## src/rtl/rsd_pkg.sv

```systemverilog
// ----------------------------------------------------------------------------
// rsd_pkg
// Shared types and constants for the running standard deviation block.
// ----------------------------------------------------------------------------
package rsd_pkg;

    localparam int SAMPLE_BITS = 16;   // Q8.8 sample
    localparam int STD_BITS    = 16;   // Q8.8 result
    localparam int MAG_BITS    = 32;   // deviation magnitude clamp

    typedef struct packed {
        logic signed [SAMPLE_BITS-1:0] sample;
        logic                          restart;
    } rsd_in_t;

    typedef struct packed {
        logic [STD_BITS-1:0] std_dev;
        logic                valid_res;
    } rsd_out_t;

    typedef enum logic [3:0] {
        ST_IDLE,
        ST_MEAN_GO,
        ST_MEAN_WAIT,
        ST_DEV,
        ST_SQUARE,
        ST_ACC,
        ST_VAR_GO,
        ST_VAR_WAIT,
        ST_ROOT_GO,
        ST_ROOT_WAIT,
        ST_OUT
    } rsd_state_t;

    typedef struct packed {
        logic accept;
        logic div_start;
        logic div_var;
        logic load_mean;
        logic load_mag;
        logic load_sq;
        logic load_acc;
        logic sqrt_start;
        logic load_out;
    } rsd_cmd_t;

    typedef struct packed {
        logic div_done;
        logic sqrt_done;
        logic few_samples;
        logic out_busy;
    } rsd_sts_t;

endpackage

```

## src/rtl/running_std_deviation.sv

```systemverilog
// ----------------------------------------------------------------------------
// running_std_deviation
// Running sample standard deviation of a stream of signed Q8.8 words.
// ----------------------------------------------------------------------------
// Each input word carries one Q8.8 sample and a restart flag; restart clears
// the count and both sums before the sample is taken in. Every input word
// gives exactly one result word: the sample standard deviation in unsigned
// Q8.8, saturated at 0xFFFF, with valid_res low (and std_dev zero) while
// fewer than two samples have been seen. Samples are handled one at a time.
// s_ready is low from acceptance until the result is loaded into the output
// register, and a full output register holds the result back. The shared
// radix-2 divider runs twice per sample (mean, then variance), or only for
// the mean while fewer than two samples have been seen, at one bit of a
// (32+COUNT_BITS)-bit quotient per cycle, and the square root yields one
// root bit per cycle. The result sits in an output register, so the next
// sample is taken while a result waits.
// ----------------------------------------------------------------------------
module running_std_deviation #(
    parameter int COUNT_BITS = 24     // sample counter width, 8 to 32
) (
    input  logic              aclk,
    input  logic              aresetn,

    input  logic              s_valid,
    output logic              s_ready,
    input  rsd_pkg::rsd_in_t  s_data,

    output logic              m_valid,
    input  logic              m_ready,
    output rsd_pkg::rsd_out_t m_data
);

    // command and status between sequencer and datapath
    rsd_pkg::rsd_cmd_t cmd;
    rsd_pkg::rsd_sts_t sts;

    // sequencer: holds s_ready low from acceptance until the result is
    // loaded into the output register
    rsd_control u_ctrl (
        .aclk    (aclk),
        .aresetn (aresetn),
        .s_valid (s_valid),
        .s_ready (s_ready),
        .cmd     (cmd),
        .sts     (sts)
    );

    // datapath: count/sum/squared-deviation state, divider, root, output
    rsd_datapath #(
        .COUNT_BITS (COUNT_BITS)
    ) u_dp (
        .aclk    (aclk),
        .aresetn (aresetn),
        .s_data  (s_data),
        .cmd     (cmd),
        .sts     (sts),
        .m_valid (m_valid),
        .m_ready (m_ready),
        .m_data  (m_data)
    );

`ifndef SYNTHESIS
    // one sample in flight: an accepted word closes the input at once
    a_one_in_flight: assert property (@(posedge aclk) disable iff (!aresetn)
        s_valid && s_ready |=> !s_ready)
        else $error("input taken while a sample is still in progress");

    // a result without a valid deviation reads as zero
    a_invalid_is_zero: assert property (@(posedge aclk) disable iff (!aresetn)
        m_valid && !m_data.valid_res |-> m_data.std_dev == '0)
        else $error("std_dev not zero with valid_res low");

    // reset empties the output register
    a_reset_clears_out: assert property (@(posedge aclk)
        !aresetn |=> !m_valid)
        else $error("result word present after reset");
`endif

endmodule

```

## src/rtl/rsd_divider.sv

```systemverilog
// ----------------------------------------------------------------------------
// rsd_divider
// Restoring unsigned divider, one quotient bit per cycle.
// ----------------------------------------------------------------------------
module rsd_divider #(
    parameter int DVD_BITS = 56,
    parameter int DVS_BITS = 24
) (
    input  logic                aclk,
    input  logic                aresetn,
    input  logic                start,
    input  logic [DVD_BITS-1:0] dividend,
    input  logic [DVS_BITS-1:0] divisor,
    output logic [DVD_BITS-1:0] quotient,
    output logic                done
);

    localparam int CNT_W = $clog2(DVD_BITS + 1);

    logic [DVD_BITS-1:0] dvd_reg, dvd_next;
    logic [DVS_BITS-1:0] dvs_reg, dvs_next;
    logic [DVS_BITS-1:0] rem_reg, rem_next;
    logic [CNT_W-1:0]    cnt_reg, cnt_next;
    logic                busy_reg, busy_next;
    logic                done_reg, done_next;

    logic [DVS_BITS:0]   rem_t;
    logic [DVS_BITS:0]   diff;
    logic                ge;

    assign rem_t = {rem_reg, dvd_reg[DVD_BITS-1]};
    assign diff  = rem_t - {1'b0, dvs_reg};
    assign ge    = rem_t >= {1'b0, dvs_reg};

    always_comb begin
        dvd_next  = dvd_reg;
        dvs_next  = dvs_reg;
        rem_next  = rem_reg;
        cnt_next  = cnt_reg;
        busy_next = busy_reg;
        done_next = 1'b0;
        if (start) begin
            dvd_next  = dividend;
            dvs_next  = divisor;
            rem_next  = '0;
            cnt_next  = CNT_W'(DVD_BITS);
            busy_next = 1'b1;
        end else if (busy_reg) begin
            dvd_next = {dvd_reg[DVD_BITS-2:0], ge};
            rem_next = ge ? diff[DVS_BITS-1:0] : rem_t[DVS_BITS-1:0];
            cnt_next = cnt_reg - 1'b1;
            if (cnt_reg == CNT_W'(1)) begin
                busy_next = 1'b0;
                done_next = 1'b1;
            end
        end
    end

    always_ff @(posedge aclk) begin
        if (!aresetn) begin
            cnt_reg  <= '0;
            busy_reg <= 1'b0;
            done_reg <= 1'b0;
        end else begin
            cnt_reg  <= cnt_next;
            busy_reg <= busy_next;
            done_reg <= done_next;
        end
        dvd_reg <= dvd_next;
        dvs_reg <= dvs_next;
        rem_reg <= rem_next;
    end

    assign quotient = dvd_reg;
    assign done     = done_reg;

endmodule

```

## src/rtl/rsd_sqrt.sv

```systemverilog
// ----------------------------------------------------------------------------
// rsd_sqrt
// Digit-by-digit integer square root, one root bit per cycle (floor).
// ----------------------------------------------------------------------------
module rsd_sqrt #(
    parameter int IN_BITS = 56
) (
    input  logic                          aclk,
    input  logic                          aresetn,
    input  logic                          start,
    input  logic [IN_BITS-1:0]            radicand,
    output logic [(IN_BITS+IN_BITS%2)/2-1:0] root,
    output logic                          done
);

    localparam int RAD_W  = IN_BITS + IN_BITS % 2;
    localparam int ROOT_W = RAD_W / 2;
    localparam int REM_W  = ROOT_W + 2;
    localparam int TRY_W  = ROOT_W + 4;
    localparam int CNT_W  = $clog2(ROOT_W + 1);

    logic [RAD_W-1:0]  rad_reg, rad_next;
    logic [ROOT_W-1:0] root_reg, root_next;
    logic [REM_W-1:0]  rem_reg, rem_next;
    logic [CNT_W-1:0]  cnt_reg, cnt_next;
    logic              busy_reg, busy_next;
    logic              done_reg, done_next;

    logic [TRY_W-1:0]  rem_t;
    logic [TRY_W-1:0]  trial;
    logic [TRY_W-1:0]  diff;
    logic              ge;

    assign rem_t = {rem_reg, rad_reg[RAD_W-1 -: 2]};
    assign trial = TRY_W'({root_reg, 2'b01});
    assign diff  = rem_t - trial;
    assign ge    = rem_t >= trial;

    always_comb begin
        rad_next  = rad_reg;
        root_next = root_reg;
        rem_next  = rem_reg;
        cnt_next  = cnt_reg;
        busy_next = busy_reg;
        done_next = 1'b0;
        if (start) begin
            rad_next  = RAD_W'(radicand);
            root_next = '0;
            rem_next  = '0;
            cnt_next  = CNT_W'(ROOT_W);
            busy_next = 1'b1;
        end else if (busy_reg) begin
            rad_next  = {rad_reg[RAD_W-3:0], 2'b00};
            root_next = {root_reg[ROOT_W-2:0], ge};
            rem_next  = ge ? diff[REM_W-1:0] : rem_t[REM_W-1:0];
            cnt_next  = cnt_reg - 1'b1;
            if (cnt_reg == CNT_W'(1)) begin
                busy_next = 1'b0;
                done_next = 1'b1;
            end
        end
    end

    always_ff @(posedge aclk) begin
        if (!aresetn) begin
            cnt_reg  <= '0;
            busy_reg <= 1'b0;
            done_reg <= 1'b0;
        end else begin
            cnt_reg  <= cnt_next;
            busy_reg <= busy_next;
            done_reg <= done_next;
        end
        rad_reg  <= rad_next;
        root_reg <= root_next;
        rem_reg  <= rem_next;
    end

    assign root = root_reg;
    assign done = done_reg;

endmodule

```

## src/rtl/rsd_datapath.sv

```systemverilog
// ----------------------------------------------------------------------------
// rsd_datapath
// Running sums, mean/deviation/square stages, shared divider, square root
// and the result register.
// ----------------------------------------------------------------------------
module rsd_datapath #(
    parameter int COUNT_BITS = 24
) (
    input  logic              aclk,
    input  logic              aresetn,
    input  rsd_pkg::rsd_in_t  s_data,
    input  rsd_pkg::rsd_cmd_t cmd,
    output rsd_pkg::rsd_sts_t sts,
    output logic              m_valid,
    input  logic              m_ready,
    output rsd_pkg::rsd_out_t m_data
);

    localparam int S_W    = rsd_pkg::SAMPLE_BITS;
    localparam int SUM_W  = COUNT_BITS + S_W;
    localparam int SQ_W   = 2 * S_W + COUNT_BITS;
    localparam int DEV_W  = SUM_W + 1;
    localparam int EXT_W  = (DEV_W > 33) ? DEV_W : 33;
    localparam int MAG_W  = rsd_pkg::MAG_BITS;
    localparam int SQR_W  = 2 * MAG_W;
    localparam int ACC_W  = SQR_W + 1;
    localparam int ROOT_W = (SQ_W + SQ_W % 2) / 2;
    localparam int STD_W  = rsd_pkg::STD_BITS;

    localparam logic [COUNT_BITS-1:0] CNT_MAX = {COUNT_BITS{1'b1}};
    localparam logic [SUM_W-1:0]      SUM_MAX = {1'b0, {(SUM_W-1){1'b1}}};
    localparam logic [SUM_W-1:0]      SUM_MIN = {1'b1, {(SUM_W-1){1'b0}}};
    localparam logic [SQ_W-1:0]       SQ_MAX  = {SQ_W{1'b1}};
    localparam logic [EXT_W-1:0]      MAG_LIM = EXT_W'({MAG_W{1'b1}});

    logic [COUNT_BITS-1:0]   count_reg;
    logic signed [SUM_W-1:0] sum_reg;
    logic [SQ_W-1:0]         sqsum_reg;
    logic signed [S_W-1:0]   sample_reg;
    logic signed [SUM_W-1:0] mean_reg;
    logic [MAG_W-1:0]        mag_reg;
    logic [SQR_W-1:0]        sq_reg;
    rsd_pkg::rsd_out_t       out_reg;
    logic                    m_valid_reg;

    // sample intake: restart, count and sum update
    logic [COUNT_BITS-1:0]   count_base, count_next;
    logic signed [SUM_W-1:0] sum_base;
    logic [SUM_W:0]          sum_wide;
    logic [SUM_W-1:0]        sum_next;

    always_comb begin
        count_base = s_data.restart ? '0 : count_reg;
        count_next = (count_base == CNT_MAX) ? count_base : count_base + 1'b1;
        sum_base   = s_data.restart ? '0 : sum_reg;
        sum_wide   = (SUM_W+1)'(sum_base) + (SUM_W+1)'(s_data.sample);
        if (sum_wide[SUM_W] != sum_wide[SUM_W-1]) begin
            sum_next = sum_wide[SUM_W] ? SUM_MIN : SUM_MAX;
        end else begin
            sum_next = sum_wide[SUM_W-1:0];
        end
    end

    // shared divider: |sum| / count, then sqsum / (count - 1)
    logic [SUM_W-1:0]      sum_abs;
    logic [SQ_W-1:0]       div_dividend;
    logic [COUNT_BITS-1:0] div_divisor;
    logic [SQ_W-1:0]       div_quot;
    logic                  div_done;

    assign sum_abs      = sum_reg[SUM_W-1] ? -sum_reg : sum_reg;
    assign div_dividend = cmd.div_var ? sqsum_reg : SQ_W'(sum_abs);
    assign div_divisor  = cmd.div_var ? count_reg - 1'b1 : count_reg;

    rsd_divider #(
        .DVD_BITS (SQ_W),
        .DVS_BITS (COUNT_BITS)
    ) u_div (
        .aclk     (aclk),
        .aresetn  (aresetn),
        .start    (cmd.div_start),
        .dividend (div_dividend),
        .divisor  (div_divisor),
        .quotient (div_quot),
        .done     (div_done)
    );

    // mean carries the sign of the sum (truncation toward zero)
    logic [SUM_W-1:0] mean_next;
    assign mean_next = sum_reg[SUM_W-1] ? -div_quot[SUM_W-1:0] : div_quot[SUM_W-1:0];

    // deviation magnitude, clamped to 32 bits
    logic signed [DEV_W-1:0] dev;
    logic [DEV_W-1:0]        dev_abs;
    logic [EXT_W-1:0]        dev_ext;
    logic [MAG_W-1:0]        mag_next;

    always_comb begin
        dev      = DEV_W'(sample_reg) - DEV_W'(mean_reg);
        dev_abs  = dev[DEV_W-1] ? -dev : dev;
        dev_ext  = EXT_W'(dev_abs);
        mag_next = (dev_ext > MAG_LIM) ? {MAG_W{1'b1}} : dev_ext[MAG_W-1:0];
    end

    logic [SQR_W-1:0] sq_next;
    assign sq_next = SQR_W'(mag_reg) * SQR_W'(mag_reg);

    // saturating accumulate
    logic [ACC_W-1:0] acc_wide;
    logic [SQ_W-1:0]  acc_next;

    always_comb begin
        acc_wide = ACC_W'(sqsum_reg) + ACC_W'(sq_reg);
        acc_next = (acc_wide > ACC_W'(SQ_MAX)) ? SQ_MAX : acc_wide[SQ_W-1:0];
    end

    logic [ROOT_W-1:0] root;
    logic              sqrt_done;

    rsd_sqrt #(
        .IN_BITS (SQ_W)
    ) u_sqrt (
        .aclk     (aclk),
        .aresetn  (aresetn),
        .start    (cmd.sqrt_start),
        .radicand (div_quot),
        .root     (root),
        .done     (sqrt_done)
    );

    logic [STD_W-1:0] std_sat;
    logic             few;

    assign std_sat = (|root[ROOT_W-1:STD_W]) ? {STD_W{1'b1}} : root[STD_W-1:0];
    assign few     = count_reg < COUNT_BITS'(2);

    always_ff @(posedge aclk) begin
        if (!aresetn) begin
            count_reg   <= '0;
            sum_reg     <= '0;
            sqsum_reg   <= '0;
            m_valid_reg <= 1'b0;
        end else begin
            if (cmd.accept) begin
                count_reg <= count_next;
                sum_reg   <= sum_next;
                if (s_data.restart) begin
                    sqsum_reg <= '0;
                end
            end else if (cmd.load_acc) begin
                sqsum_reg <= acc_next;
            end
            if (cmd.load_out) begin
                m_valid_reg <= 1'b1;
            end else if (m_ready) begin
                m_valid_reg <= 1'b0;
            end
        end
        if (cmd.accept) begin
            sample_reg <= s_data.sample;
        end
        if (cmd.load_mean) begin
            mean_reg <= mean_next;
        end
        if (cmd.load_mag) begin
            mag_reg <= mag_next;
        end
        if (cmd.load_sq) begin
            sq_reg <= sq_next;
        end
        if (cmd.load_out) begin
            out_reg.std_dev   <= few ? '0 : std_sat;
            out_reg.valid_res <= !few;
        end
    end

    assign sts.div_done    = div_done;
    assign sts.sqrt_done   = sqrt_done;
    assign sts.few_samples = few;
    assign sts.out_busy    = m_valid_reg && !m_ready;

    assign m_valid = m_valid_reg;
    assign m_data  = out_reg;

endmodule

```

## src/rtl/rsd_control.sv

```systemverilog
// ----------------------------------------------------------------------------
// rsd_control
// Sequencer: steps one sample through the datapath.
// ----------------------------------------------------------------------------
module rsd_control (
    input  logic              aclk,
    input  logic              aresetn,
    input  logic              s_valid,
    output logic              s_ready,
    output rsd_pkg::rsd_cmd_t cmd,
    input  rsd_pkg::rsd_sts_t sts
);

    rsd_pkg::rsd_state_t state_reg, state_next;

    always_ff @(posedge aclk) begin
        if (!aresetn) begin
            state_reg <= rsd_pkg::ST_IDLE;
        end else begin
            state_reg <= state_next;
        end
    end

    always_comb begin
        state_next = state_reg;
        cmd        = '0;
        s_ready    = 1'b0;
        case (state_reg)
            rsd_pkg::ST_IDLE: begin
                s_ready = 1'b1;
                if (s_valid) begin
                    cmd.accept = 1'b1;
                    state_next = rsd_pkg::ST_MEAN_GO;
                end
            end
            rsd_pkg::ST_MEAN_GO: begin
                cmd.div_start = 1'b1;
                state_next    = rsd_pkg::ST_MEAN_WAIT;
            end
            rsd_pkg::ST_MEAN_WAIT: begin
                if (sts.div_done) begin
                    cmd.load_mean = 1'b1;
                    state_next    = rsd_pkg::ST_DEV;
                end
            end
            rsd_pkg::ST_DEV: begin
                cmd.load_mag = 1'b1;
                state_next   = rsd_pkg::ST_SQUARE;
            end
            rsd_pkg::ST_SQUARE: begin
                cmd.load_sq = 1'b1;
                state_next  = rsd_pkg::ST_ACC;
            end
            rsd_pkg::ST_ACC: begin
                cmd.load_acc = 1'b1;
                state_next   = sts.few_samples ? rsd_pkg::ST_OUT : rsd_pkg::ST_VAR_GO;
            end
            rsd_pkg::ST_VAR_GO: begin
                cmd.div_start = 1'b1;
                cmd.div_var   = 1'b1;
                state_next    = rsd_pkg::ST_VAR_WAIT;
            end
            rsd_pkg::ST_VAR_WAIT: begin
                if (sts.div_done) begin
                    state_next = rsd_pkg::ST_ROOT_GO;
                end
            end
            rsd_pkg::ST_ROOT_GO: begin
                cmd.sqrt_start = 1'b1;
                state_next     = rsd_pkg::ST_ROOT_WAIT;
            end
            rsd_pkg::ST_ROOT_WAIT: begin
                if (sts.sqrt_done) begin
                    state_next = rsd_pkg::ST_OUT;
                end
            end
            rsd_pkg::ST_OUT: begin
                if (!sts.out_busy) begin
                    cmd.load_out = 1'b1;
                    state_next   = rsd_pkg::ST_IDLE;
                end
            end
            default: begin
                state_next = rsd_pkg::ST_IDLE;
            end
        endcase
    end

endmodule
```

## config.mk

```make
export PLATFORM = sky130hd
export DESIGN_NAME = running_std_deviation
export DESIGN_NICKNAME = d
export VERILOG_FILES = /design/src/rtl/rsd_pkg.sv /design/src/rtl/running_std_deviation.sv /design/src/rtl/rsd_divider.sv /design/src/rtl/rsd_sqrt.sv /design/src/rtl/rsd_datapath.sv /design/src/rtl/rsd_control.sv
export SDC_FILE = /design/constraint.sdc
export NUM_CORES = 2
export LEC_CHECK = 0
export BUFFER_PORTS_ARGS = -buffer_cell sky130_fd_sc_hd__buf_2
export CAP_MARGIN = 20
export CORE_ASPECT_RATIO = 1.25
export CORE_MARGIN = 5
export CORE_UTILIZATION = 55
export CTS_BUF_LIST = sky130_fd_sc_hd__clkbuf_4
export CTS_CLUSTER_SIZE = 28
export DETAILED_ROUTE_END_ITERATION = 8
export HOLD_SLACK_MARGIN = 0.1
export PLACE_DENSITY = 0.68
export SYNTH_ARGS = -nofsm -noshare
export SYNTH_HDL_FRONTEND = slang
export SYNTH_HIERARCHICAL = 1
export SYNTH_SLANG_ARGS = --single-unit
```

## constraint.sdc

```tcl
create_clock -name aclk -period 10.1 [get_ports aclk]
set_input_delay 1.01 -clock aclk [delete_from_list [all_inputs] [get_ports aclk]]
set_output_delay 1.01 -clock aclk [all_outputs]
set_load 0.02 [all_outputs]
```

==> metrics.txt <==
status=finished clean; first-pass GRT wire length=between 200000 and 300000 um; Num CTS Buffers=approximately 150; grt ovf=0; fin area=69050 um^2; H-Tree Depth=4; maximum clock rate=around 0.11 GHz; Hold Crit Class=in2reg; top cell type's share of synthesized area=between 20% and 30%; mux cell area share after synthesis=2.760%; final count of negative-setup-slack endpoints=0; Synth Cell Area=65140 um^2; Starting Density=55.19%; fin crit period=around 9400 ps; syn avg cell area=around 9.2 um^2; drt initial violations=approximately 3400; RSZ-0062 raised after global routing=false; DR vias/cell=about 5.7; most frequent CP cell=fa_1; Synth cell types=roughly 110; vias in the first global route=approximately 51000; critical path arrival=about 10000 ps; die area=125500 um^2; CTS tree=built; setup ws final=742.1 ps; clk root buf=clkbuf_4; largest net degree at the start of global routing=95; Post-synth EDFFs=about 300; Post-synth ARST share=0%; CTS Buffer Depth=3; Synth Area in Simple Gates=a little over an eighth; critical path fanouts, max=19; Final Cycle Share=about 93%; top post-synthesis cells by count=1188 x inv_1, 805 x fa_1, 583 x nand2_1; Final Hold Violating Endpoints=0; Area contributors post-synth=fa_1 25%, edfxtp_1 14%, ha_1 9.6%, inv_1 6.8%, dfxtp_1 6.8%; initial antenna violation count=5; max_cap viols=0; FF-to-FF path depth=29; crit start category=register; setup bufs post-CTS=0; via count=49560; post-route ant nets=0; post-synthesis xor/xnor area fraction=5.459%; Synth Area in Compound Gates=13.58%; Total GRT Usage=between 20% and 30%; worst-margin pin slew=approximately 1100 ps; reg2reg start=u_dp/mag_reg[19]; post-synthesis instance total=7048; Setup Skew=between 100 and 150 ps; port buffer count=39; Reg2Reg Setup Slack=between 700 and 800 ps; Worst-Skew Late Latency=around 1100 ps; Worst EP required=between 10000 and 15000 ps; CORE AREA=118000 um^2; FF+latch count, synth=~530; Synthesized Nets=roughly 8400; Max-slew headroom=about 29%; I/O pins=40; hold path depth=1; slowest CP cell=edfxtp_1; number of flip-flops in the largest register=63; Critical Path Start=u_dp/mag_reg[19]; max incr delay on CP=930 ps; Die Height=slightly below 400 um; Nets=~8400; WL final=between 150000 and 200000 um; Area Growth Syn to Fin=6.002%; Die W=around 320 um; sequential-to-total area share from yosys stat=between 20% and 30%; Warnings, synthesis=6; post-DP HPWL=~130000 um; clock slew at reported path FFs=roughly 80 ps; Num Clock Sinks=roughly 530; fin util=between 50% and 60%; Setup crit end=u_dp/sq_reg[63]; FP Rows=between 100 and 150; largest family of logic cells by synthesized area=adder cells; most frequently used flop master after synthesis=edfxtp_1; post-synthesis adder-cell area fraction=between 30% and 40%; filler instances=about 10000; placed inst area=66860 um^2; final setup TNS=0 ps; count leader, synth=inv_1; TritonRoute pass-1 iters=6; largest area contributor in the netlist=fa_1; R2R Path End=u_dp/sq_reg[63]; placer congestion estimate=between 0.9 and 1; DRC viols=0; Crit. End Element=register; DR WL/cell=about 20 um; final slew viol count=0; pre-CTS setup slack=around 750 ps; share of layout cells above drive strength 1=under 10%; WS Path Type=reg2reg
kinds of logic (layout without fill, tap and decap cells):
logic type | Yosys count | count (layout)
simple gates | 1801 | 1801
buf+inv | 1506 | 1617
fa+ha+maj | 1342 | 1342
compound gates | 1302 | 1302
flops | 526 | 526
xor+xnor | 406 | 406
mux | 165 | 165
other cells | 0 | 7
metrics by stage:
stage | hold slack, ps | cells
2_1_floorplan | 458.1 | 7048
3_3_place_gp | 478.1 | 8445
3_5_place_dp | 491.4 | 8446
4_1_cts | 109.5 | 8731
5_1_grt | 111.3 | 8738
6_report | 238.5 | 8739
what timing repair did:
item / in CTS / in global routing
resized for setup: 0 / 0
endpoints found under the hold margin: 12 / 0
hold buffers: 12 / 0
worst min path at each step:
stage / from / to
2_1_floorplan: u_dp/u_sqrt/rem_reg[0] / u_dp/u_sqrt/rem_reg[0]
3_3_place_gp: u_dp/u_div/rem_reg[23] / u_dp/u_div/rem_reg[23]
3_5_place_dp: u_dp/u_div/cnt_reg[1] / u_dp/u_div/cnt_reg[1]
4_1_cts: s_data[6] / u_dp/sample_reg[5]
5_1_grt: s_data[6] / u_dp/sample_reg[5]
6_report: s_data[6] / u_dp/sample_reg[5]
cell usage in the layout (no fill, tap or decap), types with 61 or more instances in the layout:
cell	synthesis	routed
a21o_1	224	224
a21oi_1	319	319
and2_1	289	288
buf_4	7	95
clkbuf_4	0	214
dfxtp_1	222	220
edfxtp_1	304	304
fa_1	805	805
ha_1	498	498
inv_1	1188	1187
mux2_2	115	115
nand2_1	583	582
nand3_1	102	101
nand4_1	61	61
nor2_1	365	363
nor2b_1	90	89
nor3_1	72	68
o21ai_0	241	241
xnor2_1	225	225
xor2_1	181	180
critical path, delay by kind of cell, from the launching register on:
kind	cells	cell delay, ps
AND/OR/NAND/NOR	4	900
flip-flops	1	930
AO/OA/AOI/OAI	9	2080
adder cells (fa/ha/maj)	9	4050
buffers and inverters	5	790
XOR/XNOR	2	320
layer usage:
metal / up-vias / part of all wire, % / track usage (%)
met3: 368 / 5.9 / 4.057
met5: - / 0.0076 / 0
met4: 2 / 3.7 / 9.697
met1: 24340 / 43 / 36.18
met2: 1485 / 48 / 45.79
li1: 23360 / - / -
final cells by class:
type	instances	area, um^2	share of cell area (%)
Tap cell	1573	1968	2.850
Clock inverter	59	432.9	0.6269
Sequential cell	526	13580	19.66
Timing Repair Buffer	148	1060	1.535
Multi-Input combinational cell	5016	45900	66.47
Inverter	1196	4489	6.501
Clock buffer	214	1607	2.327
Antenna cell	7	17.52	0.02537
Power is not shown: default switching activity piles up to over one toggle a cycle in this logic, so the estimate is an artifact.
